==> src/rtl/ccst_pkg.sv <==
// Shared types and constants for the camera command socket tracker.
// Payload structs, op and result codes, socket phases and FIFO control.
// No dependencies.
package ccst_pkg;

  localparam int unsigned CCST_CMD_DEPTH = 16;
  localparam int unsigned CCST_INQ_DEPTH = 16;
  localparam int unsigned CCST_TAG_BITS  = 8;

  // Result queue between the execute step and the output channel
  localparam int unsigned RQ_DEPTH = 4;
  localparam int unsigned RQ_AW    = 2;
  localparam int unsigned RQ_CW    = 3;

  typedef enum logic [2:0] {
    OP_SUBMIT_CMD = 3'd0,
    OP_SUBMIT_INQ = 3'd1,
    OP_ACK        = 3'd2,
    OP_COMPLETION = 3'd3,
    OP_REPLY      = 3'd4,
    OP_ERROR      = 3'd5,
    OP_TIMEOUT    = 3'd6
  } op_e;

  typedef enum logic [2:0] {
    KIND_SEND_CMD = 3'd0,
    KIND_SEND_INQ = 3'd1,
    KIND_CMD_DONE = 3'd2,
    KIND_INQ_DONE = 3'd3,
    KIND_REJECTED = 3'd4
  } kind_e;

  typedef enum logic [1:0] {
    PH_IDLE  = 2'd0,
    PH_AWAIT = 2'd1,
    PH_EXEC  = 2'd2
  } phase_e;

  typedef enum logic {
    ST_IDLE = 1'b0,
    ST_RUN  = 1'b1
  } state_e;

  localparam logic [1:0] SOCK_NONE = 2'd0;
  localparam logic [1:0] SOCK_ONE  = 2'd1;
  localparam logic [1:0] SOCK_TWO  = 2'd2;

  typedef struct packed {
    logic [2:0] op;
    logic [7:0] tag;
    logic [1:0] socket;
    logic [7:0] error_code;
  } in_t;

  typedef struct packed {
    logic [2:0] kind;
    logic [7:0] result_tag;
    logic [1:0] result_socket;
    logic       success;
    logic [7:0] result_error;
    logic       last;
  } out_t;

  typedef struct packed {
    logic push;
    logic pop;
  } fifo_ctl_t;

  typedef struct packed {
    logic empty;
    logic full;
  } fifo_stat_t;

endpackage

==> src/rtl/ccst_tag_fifo.sv <==
// Tag FIFO held in a synchronous memory with a registered head read.
// Depends on ccst_pkg for the control and status structs.
module ccst_tag_fifo
  import ccst_pkg::*;
#(
  parameter int unsigned DEPTH = CCST_CMD_DEPTH,
  parameter int unsigned WIDTH = CCST_TAG_BITS
) (
  input  logic             clk_i,
  input  logic             rst_ni,
  input  fifo_ctl_t        ctl_i,
  input  logic [WIDTH-1:0] wdata_i,
  output logic [WIDTH-1:0] head_o,
  output fifo_stat_t       stat_o
);

  localparam int unsigned AW = $clog2(DEPTH);
  localparam int unsigned CW = $clog2(DEPTH + 1);

  logic [WIDTH-1:0] mem [DEPTH];
  logic [AW-1:0]    head_q, head_d, tail;
  logic [CW-1:0]    cnt_q, cnt_d;
  logic [CW:0]      sum;
  logic [WIDTH-1:0] rdata_q;

  always_comb begin
    sum = (CW + 1)'(head_q) + (CW + 1)'(cnt_q);
    if (sum >= (CW + 1)'(DEPTH)) begin
      sum = sum - (CW + 1)'(DEPTH);
    end
    tail = sum[AW-1:0];
  end

  always_comb begin
    head_d = head_q;
    if (ctl_i.pop) begin
      head_d = (head_q == AW'(DEPTH - 1)) ? '0 : head_q + AW'(1);
    end
    unique case ({ctl_i.push, ctl_i.pop})
      2'b10:   cnt_d = cnt_q + CW'(1);
      2'b01:   cnt_d = cnt_q - CW'(1);
      default: cnt_d = cnt_q;
    endcase
  end

  always_ff @(posedge clk_i or negedge rst_ni) begin
    if (!rst_ni) begin
      head_q <= '0;
      cnt_q  <= '0;
    end else begin
      head_q <= head_d;
      cnt_q  <= cnt_d;
    end
  end

  always_ff @(posedge clk_i) begin
    if (ctl_i.push) begin
      mem[tail] <= wdata_i;
    end
    rdata_q <= mem[head_q];
  end

  assign head_o       = rdata_q;
  assign stat_o.empty = (cnt_q == '0);
  assign stat_o.full  = (cnt_q == CW'(DEPTH));

endmodule

==> src/rtl/camera_command_socket_tracker.sv <==
// Top level of the camera command socket tracker: two sockets, two tag FIFOs.
// Depends on ccst_pkg and ccst_tag_fifo.
//
//  channel | valid       | stall       | payload | direction
//  input   | in_valid_i  | in_stall_o  | in_i    | event beats in
//  output  | out_valid_o | out_stall_i | out_o   | result beats out (0 to 2 per event)
//
// Each event is accepted in ST_IDLE, where the accept edge reads both FIFO heads from
// memory, and executed in ST_RUN, which updates sockets and queues and posts its results.
// Results pass through a four-entry queue; events are taken while at least
// two entries are free, so up to two unread results do not hold the input back.
// Reset clears sockets, queue counts and the result queue; FIFO memories
// are not cleared.
module camera_command_socket_tracker
  import ccst_pkg::*;
#(
  parameter int unsigned COMMAND_QUEUE_DEPTH = CCST_CMD_DEPTH,
  parameter int unsigned INQUIRY_QUEUE_DEPTH = CCST_INQ_DEPTH,
  parameter int unsigned TAG_BITS            = CCST_TAG_BITS
) (
  input  logic clk_i,
  input  logic rst_ni,
  input  logic in_valid_i,
  output logic in_stall_o,
  input  in_t  in_i,
  output logic out_valid_o,
  input  logic out_stall_i,
  output out_t out_o
);

  function automatic logic [7:0] tag_out(input logic [TAG_BITS-1:0] t);
    logic [TAG_BITS+7:0] e;
    e = {8'd0, t};
    return e[7:0];
  endfunction

  function automatic out_t mk_res(input kind_e k, input logic [7:0] t,
                                  input logic [1:0] s, input logic ok,
                                  input logic [7:0] err);
    out_t r;
    r.kind          = k;
    r.result_tag    = t;
    r.result_socket = s;
    r.success       = ok;
    r.result_error  = err;
    r.last          = 1'b0;
    return r;
  endfunction

  state_e state_q, state_d;
  logic   accept, run;

  // Beat held for the execute cycle
  logic [2:0]          op_q;
  logic [TAG_BITS-1:0] tag_q;
  logic [1:0]          sock_q;
  logic [7:0]          err_q;
  logic [TAG_BITS+7:0] tag_ext;

  phase_e              p1_q, p1_d, p2_q, p2_d;
  logic [TAG_BITS-1:0] t1_q, t1_d, t2_q, t2_d;

  fifo_ctl_t           cmd_ctl, inq_ctl;
  fifo_stat_t          cmd_stat, inq_stat;
  logic [TAG_BITS-1:0] cmd_head, inq_head;

  out_t                rq [RQ_DEPTH];
  logic [RQ_AW-1:0]    rq_wr_q, rq_rd_q;
  logic [RQ_CW-1:0]    rq_cnt_q;
  logic                rq_pop;

  out_t                res0, res1, dres;
  logic [1:0]          n_res;
  logic [1:0]          freed;
  logic                free_ok;
  logic [7:0]          free_err;
  logic                try_disp, have_cmd, disp_slot, dispatched;
  logic [TAG_BITS-1:0] disp_head;
  logic                b1, b2;

  assign accept  = in_valid_i && !in_stall_o;
  assign tag_ext = {{TAG_BITS{1'b0}}, in_i.tag};

  // State sequencing
  always_comb begin
    state_d = state_q;
    unique case (state_q)
      ST_IDLE: if (accept) state_d = ST_RUN;
      ST_RUN:  state_d = ST_IDLE;
      default: state_d = ST_IDLE;
    endcase
  end

  always_comb begin
    run        = (state_q == ST_RUN);
    in_stall_o = (state_q != ST_IDLE) || (rq_cnt_q > RQ_CW'(RQ_DEPTH - 2));
  end

  always_ff @(posedge clk_i or negedge rst_ni) begin
    if (!rst_ni) begin
      state_q <= ST_IDLE;
    end else begin
      state_q <= state_d;
    end
  end

  always_ff @(posedge clk_i) begin
    if (accept) begin
      op_q   <= in_i.op;
      tag_q  <= tag_ext[TAG_BITS-1:0];
      sock_q <= in_i.socket;
      err_q  <= in_i.error_code;
    end
  end

  ccst_tag_fifo #(
    .DEPTH (COMMAND_QUEUE_DEPTH),
    .WIDTH (TAG_BITS)
  ) u_cmd_fifo (
    .clk_i   (clk_i),
    .rst_ni  (rst_ni),
    .ctl_i   (cmd_ctl),
    .wdata_i (tag_q),
    .head_o  (cmd_head),
    .stat_o  (cmd_stat)
  );

  ccst_tag_fifo #(
    .DEPTH (INQUIRY_QUEUE_DEPTH),
    .WIDTH (TAG_BITS)
  ) u_inq_fifo (
    .clk_i   (clk_i),
    .rst_ni  (rst_ni),
    .ctl_i   (inq_ctl),
    .wdata_i (tag_q),
    .head_o  (inq_head),
    .stat_o  (inq_stat)
  );

  // Execute step. A queued command implies both sockets busy, so at most
  // one command is dispatched per event.
  always_comb begin
    p1_d       = p1_q;
    p2_d       = p2_q;
    t1_d       = t1_q;
    t2_d       = t2_q;
    cmd_ctl    = '0;
    inq_ctl    = '0;
    res0       = '0;
    res1       = '0;
    dres       = '0;
    n_res      = 2'd0;
    freed      = SOCK_NONE;
    free_ok    = 1'b0;
    free_err   = 8'd0;
    try_disp   = 1'b0;
    have_cmd   = !cmd_stat.empty;
    disp_slot  = 1'b1;
    disp_head  = cmd_head;
    dispatched = 1'b0;
    b1         = (p1_q != PH_IDLE);
    b2         = (p2_q != PH_IDLE);

    if (run) begin
      unique case (op_e'(op_q))
        OP_SUBMIT_CMD: begin
          if (cmd_stat.full) begin
            res0  = mk_res(KIND_REJECTED, tag_out(tag_q), SOCK_NONE, 1'b0, 8'd0);
            n_res = 2'd1;
          end else begin
            cmd_ctl.push = 1'b1;
            try_disp     = 1'b1;
            have_cmd     = 1'b1;
            disp_slot    = 1'b0;
            // empty queue: the new tag is the head, forwarded past the memory
            disp_head    = cmd_stat.empty ? tag_q : cmd_head;
          end
        end
        OP_SUBMIT_INQ: begin
          if (inq_stat.full) begin
            res0 = mk_res(KIND_REJECTED, tag_out(tag_q), SOCK_NONE, 1'b0, 8'd0);
          end else begin
            inq_ctl.push = 1'b1;
            res0 = mk_res(KIND_SEND_INQ, tag_out(tag_q), SOCK_NONE, 1'b0, 8'd0);
          end
          n_res = 2'd1;
        end
        OP_ACK: begin
          if (sock_q == SOCK_ONE && p1_q == PH_AWAIT) begin
            p1_d = PH_EXEC;
          end else if (sock_q == SOCK_TWO && p2_q == PH_AWAIT) begin
            p2_d = PH_EXEC;
          end
        end
        OP_COMPLETION: begin
          free_ok = 1'b1;
          if (sock_q == SOCK_ONE && b1) begin
            freed = SOCK_ONE;
          end else if (sock_q == SOCK_TWO && b2) begin
            freed = SOCK_TWO;
          end else if (sock_q == SOCK_NONE) begin
            if (b1) begin
              freed = SOCK_ONE;
            end else if (b2) begin
              freed = SOCK_TWO;
            end
          end
        end
        OP_REPLY: begin
          if (!inq_stat.empty) begin
            inq_ctl.pop = 1'b1;
            res0  = mk_res(KIND_INQ_DONE, tag_out(inq_head), SOCK_NONE, 1'b1, 8'd0);
            n_res = 2'd1;
          end
        end
        OP_ERROR: begin
          free_err = err_q;
          if (sock_q == SOCK_ONE && b1) begin
            freed = SOCK_ONE;
          end else if (sock_q == SOCK_TWO && b2) begin
            freed = SOCK_TWO;
          end else if (!inq_stat.empty) begin
            inq_ctl.pop = 1'b1;
            res0  = mk_res(KIND_INQ_DONE, tag_out(inq_head), SOCK_NONE, 1'b0, err_q);
            n_res = 2'd1;
          end
        end
        OP_TIMEOUT: begin
          if (b1 && t1_q == tag_q) begin
            freed = SOCK_ONE;
          end else if (b2 && t2_q == tag_q) begin
            freed = SOCK_TWO;
          end else begin
            res0  = mk_res(KIND_CMD_DONE, tag_out(tag_q), SOCK_NONE, 1'b0, 8'd0);
            n_res = 2'd1;
          end
        end
        default: begin
        end
      endcase

      if (freed == SOCK_ONE) begin
        p1_d     = PH_IDLE;
        res0     = mk_res(KIND_CMD_DONE, tag_out(t1_q), SOCK_ONE, free_ok, free_err);
        n_res    = 2'd1;
        try_disp = 1'b1;
      end else if (freed == SOCK_TWO) begin
        p2_d     = PH_IDLE;
        res0     = mk_res(KIND_CMD_DONE, tag_out(t2_q), SOCK_TWO, free_ok, free_err);
        n_res    = 2'd1;
        try_disp = 1'b1;
      end

      if (try_disp && have_cmd) begin
        if (p1_d == PH_IDLE) begin
          p1_d       = PH_AWAIT;
          t1_d       = disp_head;
          dres       = mk_res(KIND_SEND_CMD, tag_out(disp_head), SOCK_ONE, 1'b0, 8'd0);
          dispatched = 1'b1;
        end else if (p2_d == PH_IDLE) begin
          p2_d       = PH_AWAIT;
          t2_d       = disp_head;
          dres       = mk_res(KIND_SEND_CMD, tag_out(disp_head), SOCK_TWO, 1'b0, 8'd0);
          dispatched = 1'b1;
        end
      end

      if (dispatched) begin
        cmd_ctl.pop = 1'b1;
        if (disp_slot) begin
          res1  = dres;
          n_res = 2'd2;
        end else begin
          res0  = dres;
          n_res = 2'd1;
        end
      end

      if (n_res == 2'd1) begin
        res0.last = 1'b1;
      end else if (n_res == 2'd2) begin
        res1.last = 1'b1;
      end
    end
  end

  always_ff @(posedge clk_i or negedge rst_ni) begin
    if (!rst_ni) begin
      p1_q <= PH_IDLE;
      p2_q <= PH_IDLE;
      t1_q <= '0;
      t2_q <= '0;
    end else begin
      p1_q <= p1_d;
      p2_q <= p2_d;
      t1_q <= t1_d;
      t2_q <= t2_d;
    end
  end

  // Result queue
  assign out_valid_o = (rq_cnt_q != '0);
  assign out_o       = rq[rq_rd_q];
  assign rq_pop      = out_valid_o && !out_stall_i;

  always_ff @(posedge clk_i or negedge rst_ni) begin
    if (!rst_ni) begin
      rq_wr_q  <= '0;
      rq_rd_q  <= '0;
      rq_cnt_q <= '0;
    end else begin
      rq_wr_q  <= rq_wr_q + RQ_AW'(n_res);
      rq_rd_q  <= rq_rd_q + RQ_AW'(rq_pop);
      rq_cnt_q <= rq_cnt_q + RQ_CW'(n_res) - RQ_CW'(rq_pop);
    end
  end

  always_ff @(posedge clk_i) begin
    if (n_res != 2'd0) begin
      rq[rq_wr_q] <= res0;
    end
    if (n_res == 2'd2) begin
      rq[rq_wr_q + RQ_AW'(1)] <= res1;
    end
  end

  // Checks
  a_rq_no_overflow: assert property (@(posedge clk_i) disable iff (!rst_ni)
    rq_cnt_q <= RQ_CW'(RQ_DEPTH))
    else $error("result queue overflow");

  a_queued_cmd_both_busy: assert property (@(posedge clk_i) disable iff (!rst_ni)
    !cmd_stat.empty |-> (p1_q != PH_IDLE && p2_q != PH_IDLE))
    else $error("command queued while a socket is idle");

  a_results_only_after_run: assert property (@(posedge clk_i) disable iff (!rst_ni)
    (n_res != 2'd0) |-> run && $past(accept))
    else $error("results posted without an accepted beat");

  a_one_dispatch: assert property (@(posedge clk_i) disable iff (!rst_ni)
    (cmd_ctl.pop && !cmd_ctl.push) |-> !cmd_stat.empty)
    else $error("pop from empty command queue");

endmodule

==> config.mk <==
export PLATFORM = sky130hd
export DESIGN_NAME = camera_command_socket_tracker
export DESIGN_NICKNAME = d
export VERILOG_FILES = /design/src/rtl/ccst_pkg.sv /design/src/rtl/ccst_tag_fifo.sv /design/src/rtl/camera_command_socket_tracker.sv
export SDC_FILE = /design/constraint.sdc
export NUM_CORES = 1
export LEC_CHECK = 0
export BUFFER_PORTS_ARGS = -buffer_cell sky130_fd_sc_hd__buf_2
export CAP_MARGIN = 10
export CORE_ASPECT_RATIO = 0.6
export CORE_MARGIN = 4
export CORE_UTILIZATION = 30
export DETAILED_ROUTE_END_ITERATION = 7
export GPL_ROUTABILITY_DRIVEN = 0
export GPL_TIMING_DRIVEN = 0
export PLACE_DENSITY = 0.52
export SLEW_MARGIN = 20
export SYNTH_ARGS = -nofsm -noshare
export SYNTH_HDL_FRONTEND = slang
export SYNTH_HIERARCHICAL = 1
export SYNTH_SLANG_ARGS = --single-unit
==> constraint.sdc <==
create_clock -name clk_i -period 4.7 [get_ports clk_i]
set_input_delay 0.94 -clock clk_i [delete_from_list [all_inputs] [get_ports clk_i]]
set_output_delay 0.94 -clock clk_i [all_outputs]
set_load 0.005 [all_outputs]
# ---- Word-level counts from Yosys, hierarchy flattened
# Memory sizes are Yosys's and may differ from the RTL's. A register that Yosys moved wholly into a read port is not among the register bits.
# Index checks and enable logic that the tools add are counted.
dict set report op_classes {
  addsub 15
  n_lt_le_gt_ge 3
  eq_ne 25
  mux 107
  bitwise_logic 2
  n_reduce_logical 27
}
# operator count
set op_table {}
lappend op_table {{23-bit 2-to-1 mux} 10}
lappend op_table {{22-bit 2-to-1 mux} 6}
lappend op_table {{23-bit one-hot mux with 5 select lines} 1}
lappend op_table {{2-bit 2-to-1 mux} 33}
lappend op_table {{20-bit 2-to-1 mux} 3}
lappend op_table {{1-bit 2-to-1 mux} 40}
lappend op_table {{8-bit 2-to-1 mux} 4}
lappend op_table {{5-bit one-hot mux with 2 select lines} 2}
lappend op_table {{8-bit == test} 2}
lappend op_table {{4-bit 2-to-1 mux} 4}
lappend op_table {{2-bit by 1-bit == test with 1-bit output (second input constant)} 7}
lappend op_table {{4-bit by 5-bit adder with 6-bit output} 2}
lappend op_table {{2-bit == test (second input constant)} 6}
lappend op_table {{6-bit by 5-bit greater-or-equal comparator with 1-bit output (second input constant)} 2}
lappend op_table {{5-bit by 1-bit adder with 5-bit output (second input constant)} 2}
lappend op_table {{5-bit == test (second input constant)} 2}
lappend op_table {{5-bit logical NOT} 2}
lappend op_table {{2-bit nonzero test} 5}
lappend op_table {{5-bit by 1-bit subtractor with 5-bit output (second input constant)} 2}
lappend op_table {{3-bit == test (second input constant)} 3}
lappend op_table {{1-bit logical AND} 9}
lappend op_table {{4-bit by 1-bit adder with 4-bit output (second input constant)} 2}
lappend op_table {{4-bit == test (second input constant)} 2}
lappend op_table {{4-bit by 1-bit subtractor with 4-bit output (second input constant)} 2}
lappend op_table {{19 further kinds} 26}
dict set report totals {
  register_bits 67
  ram_bits 348
  elab_cells 198
  memories 3
}
# memory depth word_bits read_ports rd_ports_with_merged_regs wr line
set memory_table {}
lappend memory_table {u_cmd_fifo.mem 16 8 1 1 1 ccst_tag_fifo.sv:20} ;# logic [WIDTH-1:0] mem [DEPTH];
lappend memory_table {u_inq_fifo.mem 16 8 1 1 1 ccst_tag_fifo.sv:20}
lappend memory_table {rq 4 23 1 0 2 camera_command_socket_tracker.sv:67} ;# out_t rq [RQ_DEPTH];

# ---- Logic depth before layout (Yosys ltp)
dict set report depth {
  word_depth 23
  mapped_depth 14
  mapped_depth_nobuf 14
}

# ---- By module
# The synthesis kept the hierarchy.
# module instances cells_per_inst area_each_um2
set modules_own_cells {}
lappend modules_own_cells {camera_command_socket_tracker 1 564 6756.5}
lappend modules_own_cells {{ccst_tag_fifo at u_inq_fifo} 1 317 5964.5}
lappend modules_own_cells {{ccst_tag_fifo at u_cmd_fifo} 1 303 5846.9}

# ---- Least setup slack after synthesis
# OpenSTA, ideal clock, no wires.
dict set report synth_timing {
  path_type {register -> register}
  from {register tag_q[7]}
  to {register u_cmd_fifo.cnt_q[4]}
  t_arrival_ps 3618
  required_ps 4620
  setup_slack_ps 1002
  path_stages_with_launch 14
  synth_period_minus_slack_ps 3698
  path_cell_list {edfxtp_1 xnor2_1 nand4_1 nor4_4 nor3_2 nor2_4 inv_4 a32oi_1 ha_1 ha_1 a21o_1 a21oi_1 mux2i_1 xnor2_1}
}
# item line
set synth_lines {}
lappend synth_lines {{start: declaration} camera_command_socket_tracker.sv:55} ;# logic [TAG_BITS-1:0] tag_q;
lappend synth_lines {{start signal: assignment} camera_command_socket_tracker.sv:110} ;# tag_q <= tag_ext[TAG_BITS-1:0];
lappend synth_lines {{end signal: assignment} ccst_tag_fifo.sv:52} ;# cnt_q <= cnt_d;
lappend synth_lines {{end: declaration} ccst_tag_fifo.sv:22} ;# logic [CW-1:0] cnt_q, cnt_d;

==> flow_summary.yaml <==
floorplanning:
  dieArea_sq_um: 66100
  start_util_pct: 30.4
  pin_count: 50
  core_region_area_sq_um: 61000
  die_width_um: 329
  rows: 70
  die_h_um: 201
global_route:
  grt_remaining_overflow: 0
  grt_pass1_vias: 10777
  grt-busiest-layer: "met1"
  use_met3_pct: 4.14
  grt_util_met1_pct: 24.5
  gr-usage-met2_pct: 18.2
  track_usage_pct: 14.6
  grt_antenna_before_repair: 1
  grt_pass1_wl_um: 72500
  grt_max_degree: 47
drt:
  ant_nets: 0
  drc_errors: 0
  totalWireLength_um: 49100
  firstDrtPassIters: 6
  vias_per_cell: 5.15
  drt-initial-drc-count: 1083
  vias: 11119
  wire_per_inst_um: 22.8
setup_path:
  worst_ep_required_time_ns: 5.18
  reg2reg_to: "u_cmd_fifo/cnt_q[4]"
  critPathCapture: "u_cmd_fifo/cnt_q[4]"
  critPathLaunch: "tag_q[7]"
  cp-end-kind: "flip-flop"
  rr_worst_depth: 15
  cp.arrival_ns: 4.77
  cp-start-kind: "flip-flop"
  worstPathMaxFanout: 20
  r2r_setup_slack_ns: 0.41
  r2r_start: "tag_q[7]"
  worstSetupPathType: "flip-flop to flip-flop"
synth:
  synth_area_sq_um: 18600
  postSynthCellCount: 1184
  synth_ff_type: "edfxtp_1"
  yosysUniqueCellTypes: 78
  async_flop_share_pct: 10.7
  syn_nets: 1235
  synth-edff-count: 321
  ys_warn_count: 6
  ys_seq_area_share_pct: 65.0
  syn_area_per_cell_sq_um: 15.7
  synth-seq-cells: 431
run_status:
  status: "completed"
timing:
  drv_slew: 0
  rsz0062_at_grt: "no"
  worst_pin_slew_ns: 1.10
  worst_slack_ns: 0.407
  layout_worst_path_cycle_share_pct: 91.3
  relSlewSlack_pct: 26.4
  setup_viol: 0
  period_minus_slack_ns: 4.29
  max_freq_mhz: 233
  finalClockSkew_ns: 0.0216
  hold_viol_final: 0
flow_run:
  cap_viol_max_count: 0
power_and_ir_drop:
  p_seq_share_pct: 41.0
  power-per-cell-area_nw_per_um2: 550
  p_int_uw: 7890
  power.leakage_uw: 0.00744
  combPwrFrac_pct: 31.0
  p_sw_uw: 3980
  p_clk_share_pct: 28.0
  ir_worst_vdd_uv: 264
  sw_frac_of_total_pct: 33.5
cts:
  numCtsBuffers: 41
  hold_buffers: 0
  htree_levels: 2
  clk_pin_slew_worst_paths_ns: 0.07
  cts.path.max_buffers: 3
  insertion_delay_ns: 0.57
  root_buffer: "clkbuf_16"
  clock-sinks: 431
  cts_tree: "yes"
final_layout:
  layout-drive-gt1-share_pct: 22.1
  final_common_cell: "edfxtp_1"
  mostFrequentLayoutCells: "321 x edfxtp_1, 66 x buf_2, 64 x dfxtp_1, 54 x nor2_1, 51 x mux4_2"
  nets: 1346
  design_area_sq_um: 21600
  syn2layout_area_growth_pct: 16.4
  layout.cells.non_filler: 2157
placed_design:
  port_buffers: 49
  place_inst: 2078
  dp_hpwl_um: 35200
  place_area_sq_um: 20200
  pre_cts_slack_ns: -0.0370
min_path:
  worstHoldPathType: "input pin to async pin"
registers in the layout (all words and copies together) (netlist names):
name / count
u_inq_fifo/cnt_q: 5
tag_q: 8
op_q: 3
t1_q: 8
sock_q: 2
u_inq_fifo/mem: 128
u_cmd_fifo/head_o: 8
t2_q: 8
u_inq_fifo/head_q: 4
u_cmd_fifo/mem: 128
rq_rd_q: 2
p1_q: 2
u_cmd_fifo/head_q: 4
rq_cnt_q: 3
err_q: 8
u_cmd_fifo/cnt_q: 5
u_inq_fifo/head_o: 8
run: 1
rq_wr_q: 2
p2_q: 2
rq: 92
cells in the mapped netlist (31+ instances only):
master    count  area (sq um)
edfxtp_1    321          9640
dfxtp_1      64          1280
nor2_1       55           206
mux4_2       51          1150
nand2_1      50           188
o22ai_1      47           294
dfrtp_1      46          1150
mux2i_1      44           440
inv_1        35           131
a22o_1       33           289
a21oi_1      32           160
xnor2_1      31           272
cell families after synthesis:
group | count (synthesis) | share of synthesized area, %
buffers and inverters | 98 | 2.68
muxes | 135 | 12.8
adders and majority gates | 26 | 1.95
and+or+nand+nor | 224 | 6.42
AOI/OAI and AO/OA | 228 | 9.16
xor gates and xnor gates | 42 | 1.98
DFF | 431 | 65.0
per-stage QoR:
stage | hold slack (ns) | setup TNS [ns] | util, % | power [uW]
after floorplan | 0.427 | 0 | - | 7220
final | 0.416 | 0 | 35.4 | 11900
after global placement | 0.445 | -0.856 | 32.5 | 8380
after detailed placement | 0.445 | -0.0370 | 33.1 | 8580
after global routing | 0.442 | 0 | 35.4 | 12500
after CTS | 0.413 | 0 | 35.3 | 11900
layout make-up:
type | instances | area (sq um)
inverter | 42 | 160
buffer | 56 | 338
tap | 828 | 1040
sequential | 431 | 12100
fill | 5834 | 39400
antenna | 1 | 2.50
clock inverter | 18 | 159
clock buffer | 58 | 1180
multi-input combinational | 655 | 6110
timing repair buffer | 68 | 556
what timing repair did:
action                                  4_1_cts  5_1_grt
setup buffers                                 0        2
gates resized for setup                       1        0
endpoints found under the setup margin        1        1
pin swaps                                     0        1
power groups by stage:
stage	Sequential, uW	Clock [uW]	Combinational, uW
after CTS	4880	3410	3640
after global placement	5080	0	3300
after detailed placement	4950	0	3630
final	4870	3320	3690
after global routing	4910	3590	3970
after floorplan	4890	0	2330
layer usage:
layer / part of all wire [%] / vias to the layer above
met5: 0 / -
met4: 1.2 / 0
met3: 8.6 / 51
met2: 38 / 382
met1: 52 / 5770
li1: - / 4916
critical path, cell delays in order (launching register included):
cell and delay, ns:
edfxtp_1 0.62, buf_8 0.24, buf_8 0.18, xnor2_1 0.13, nand4_1 0.24, nor4_4 0.46
nor3_2 0.16, nor2_4 0.20, inv_4 0.12, a32oi_2 0.41, ha_1 0.38, ha_1 0.32
a21o_1 0.19, a21oi_1 0.18, mux2i_1 0.25, xnor2_1 0.14
worst min path at each step:
stage,slack (ns),end,cells past startpoint,startpoint
2_1_floorplan,0.43,rq[2][20],1,rq[2][20]
3_3_place_gp,0.45,rq[2][20],1,rq[2][20]
3_5_place_dp,0.44,rq[2][9],1,rq[2][9]
4_1_cts,0.41,u_cmd_fifo/cnt_q[1],1,rst_ni
5_1_grt,0.44,u_cmd_fifo/cnt_q[1],1,rst_ni
6_report,0.42,u_cmd_fifo/cnt_q[1],1,rst_ni
No activity file was read; power rests on OpenSTA's default activity.
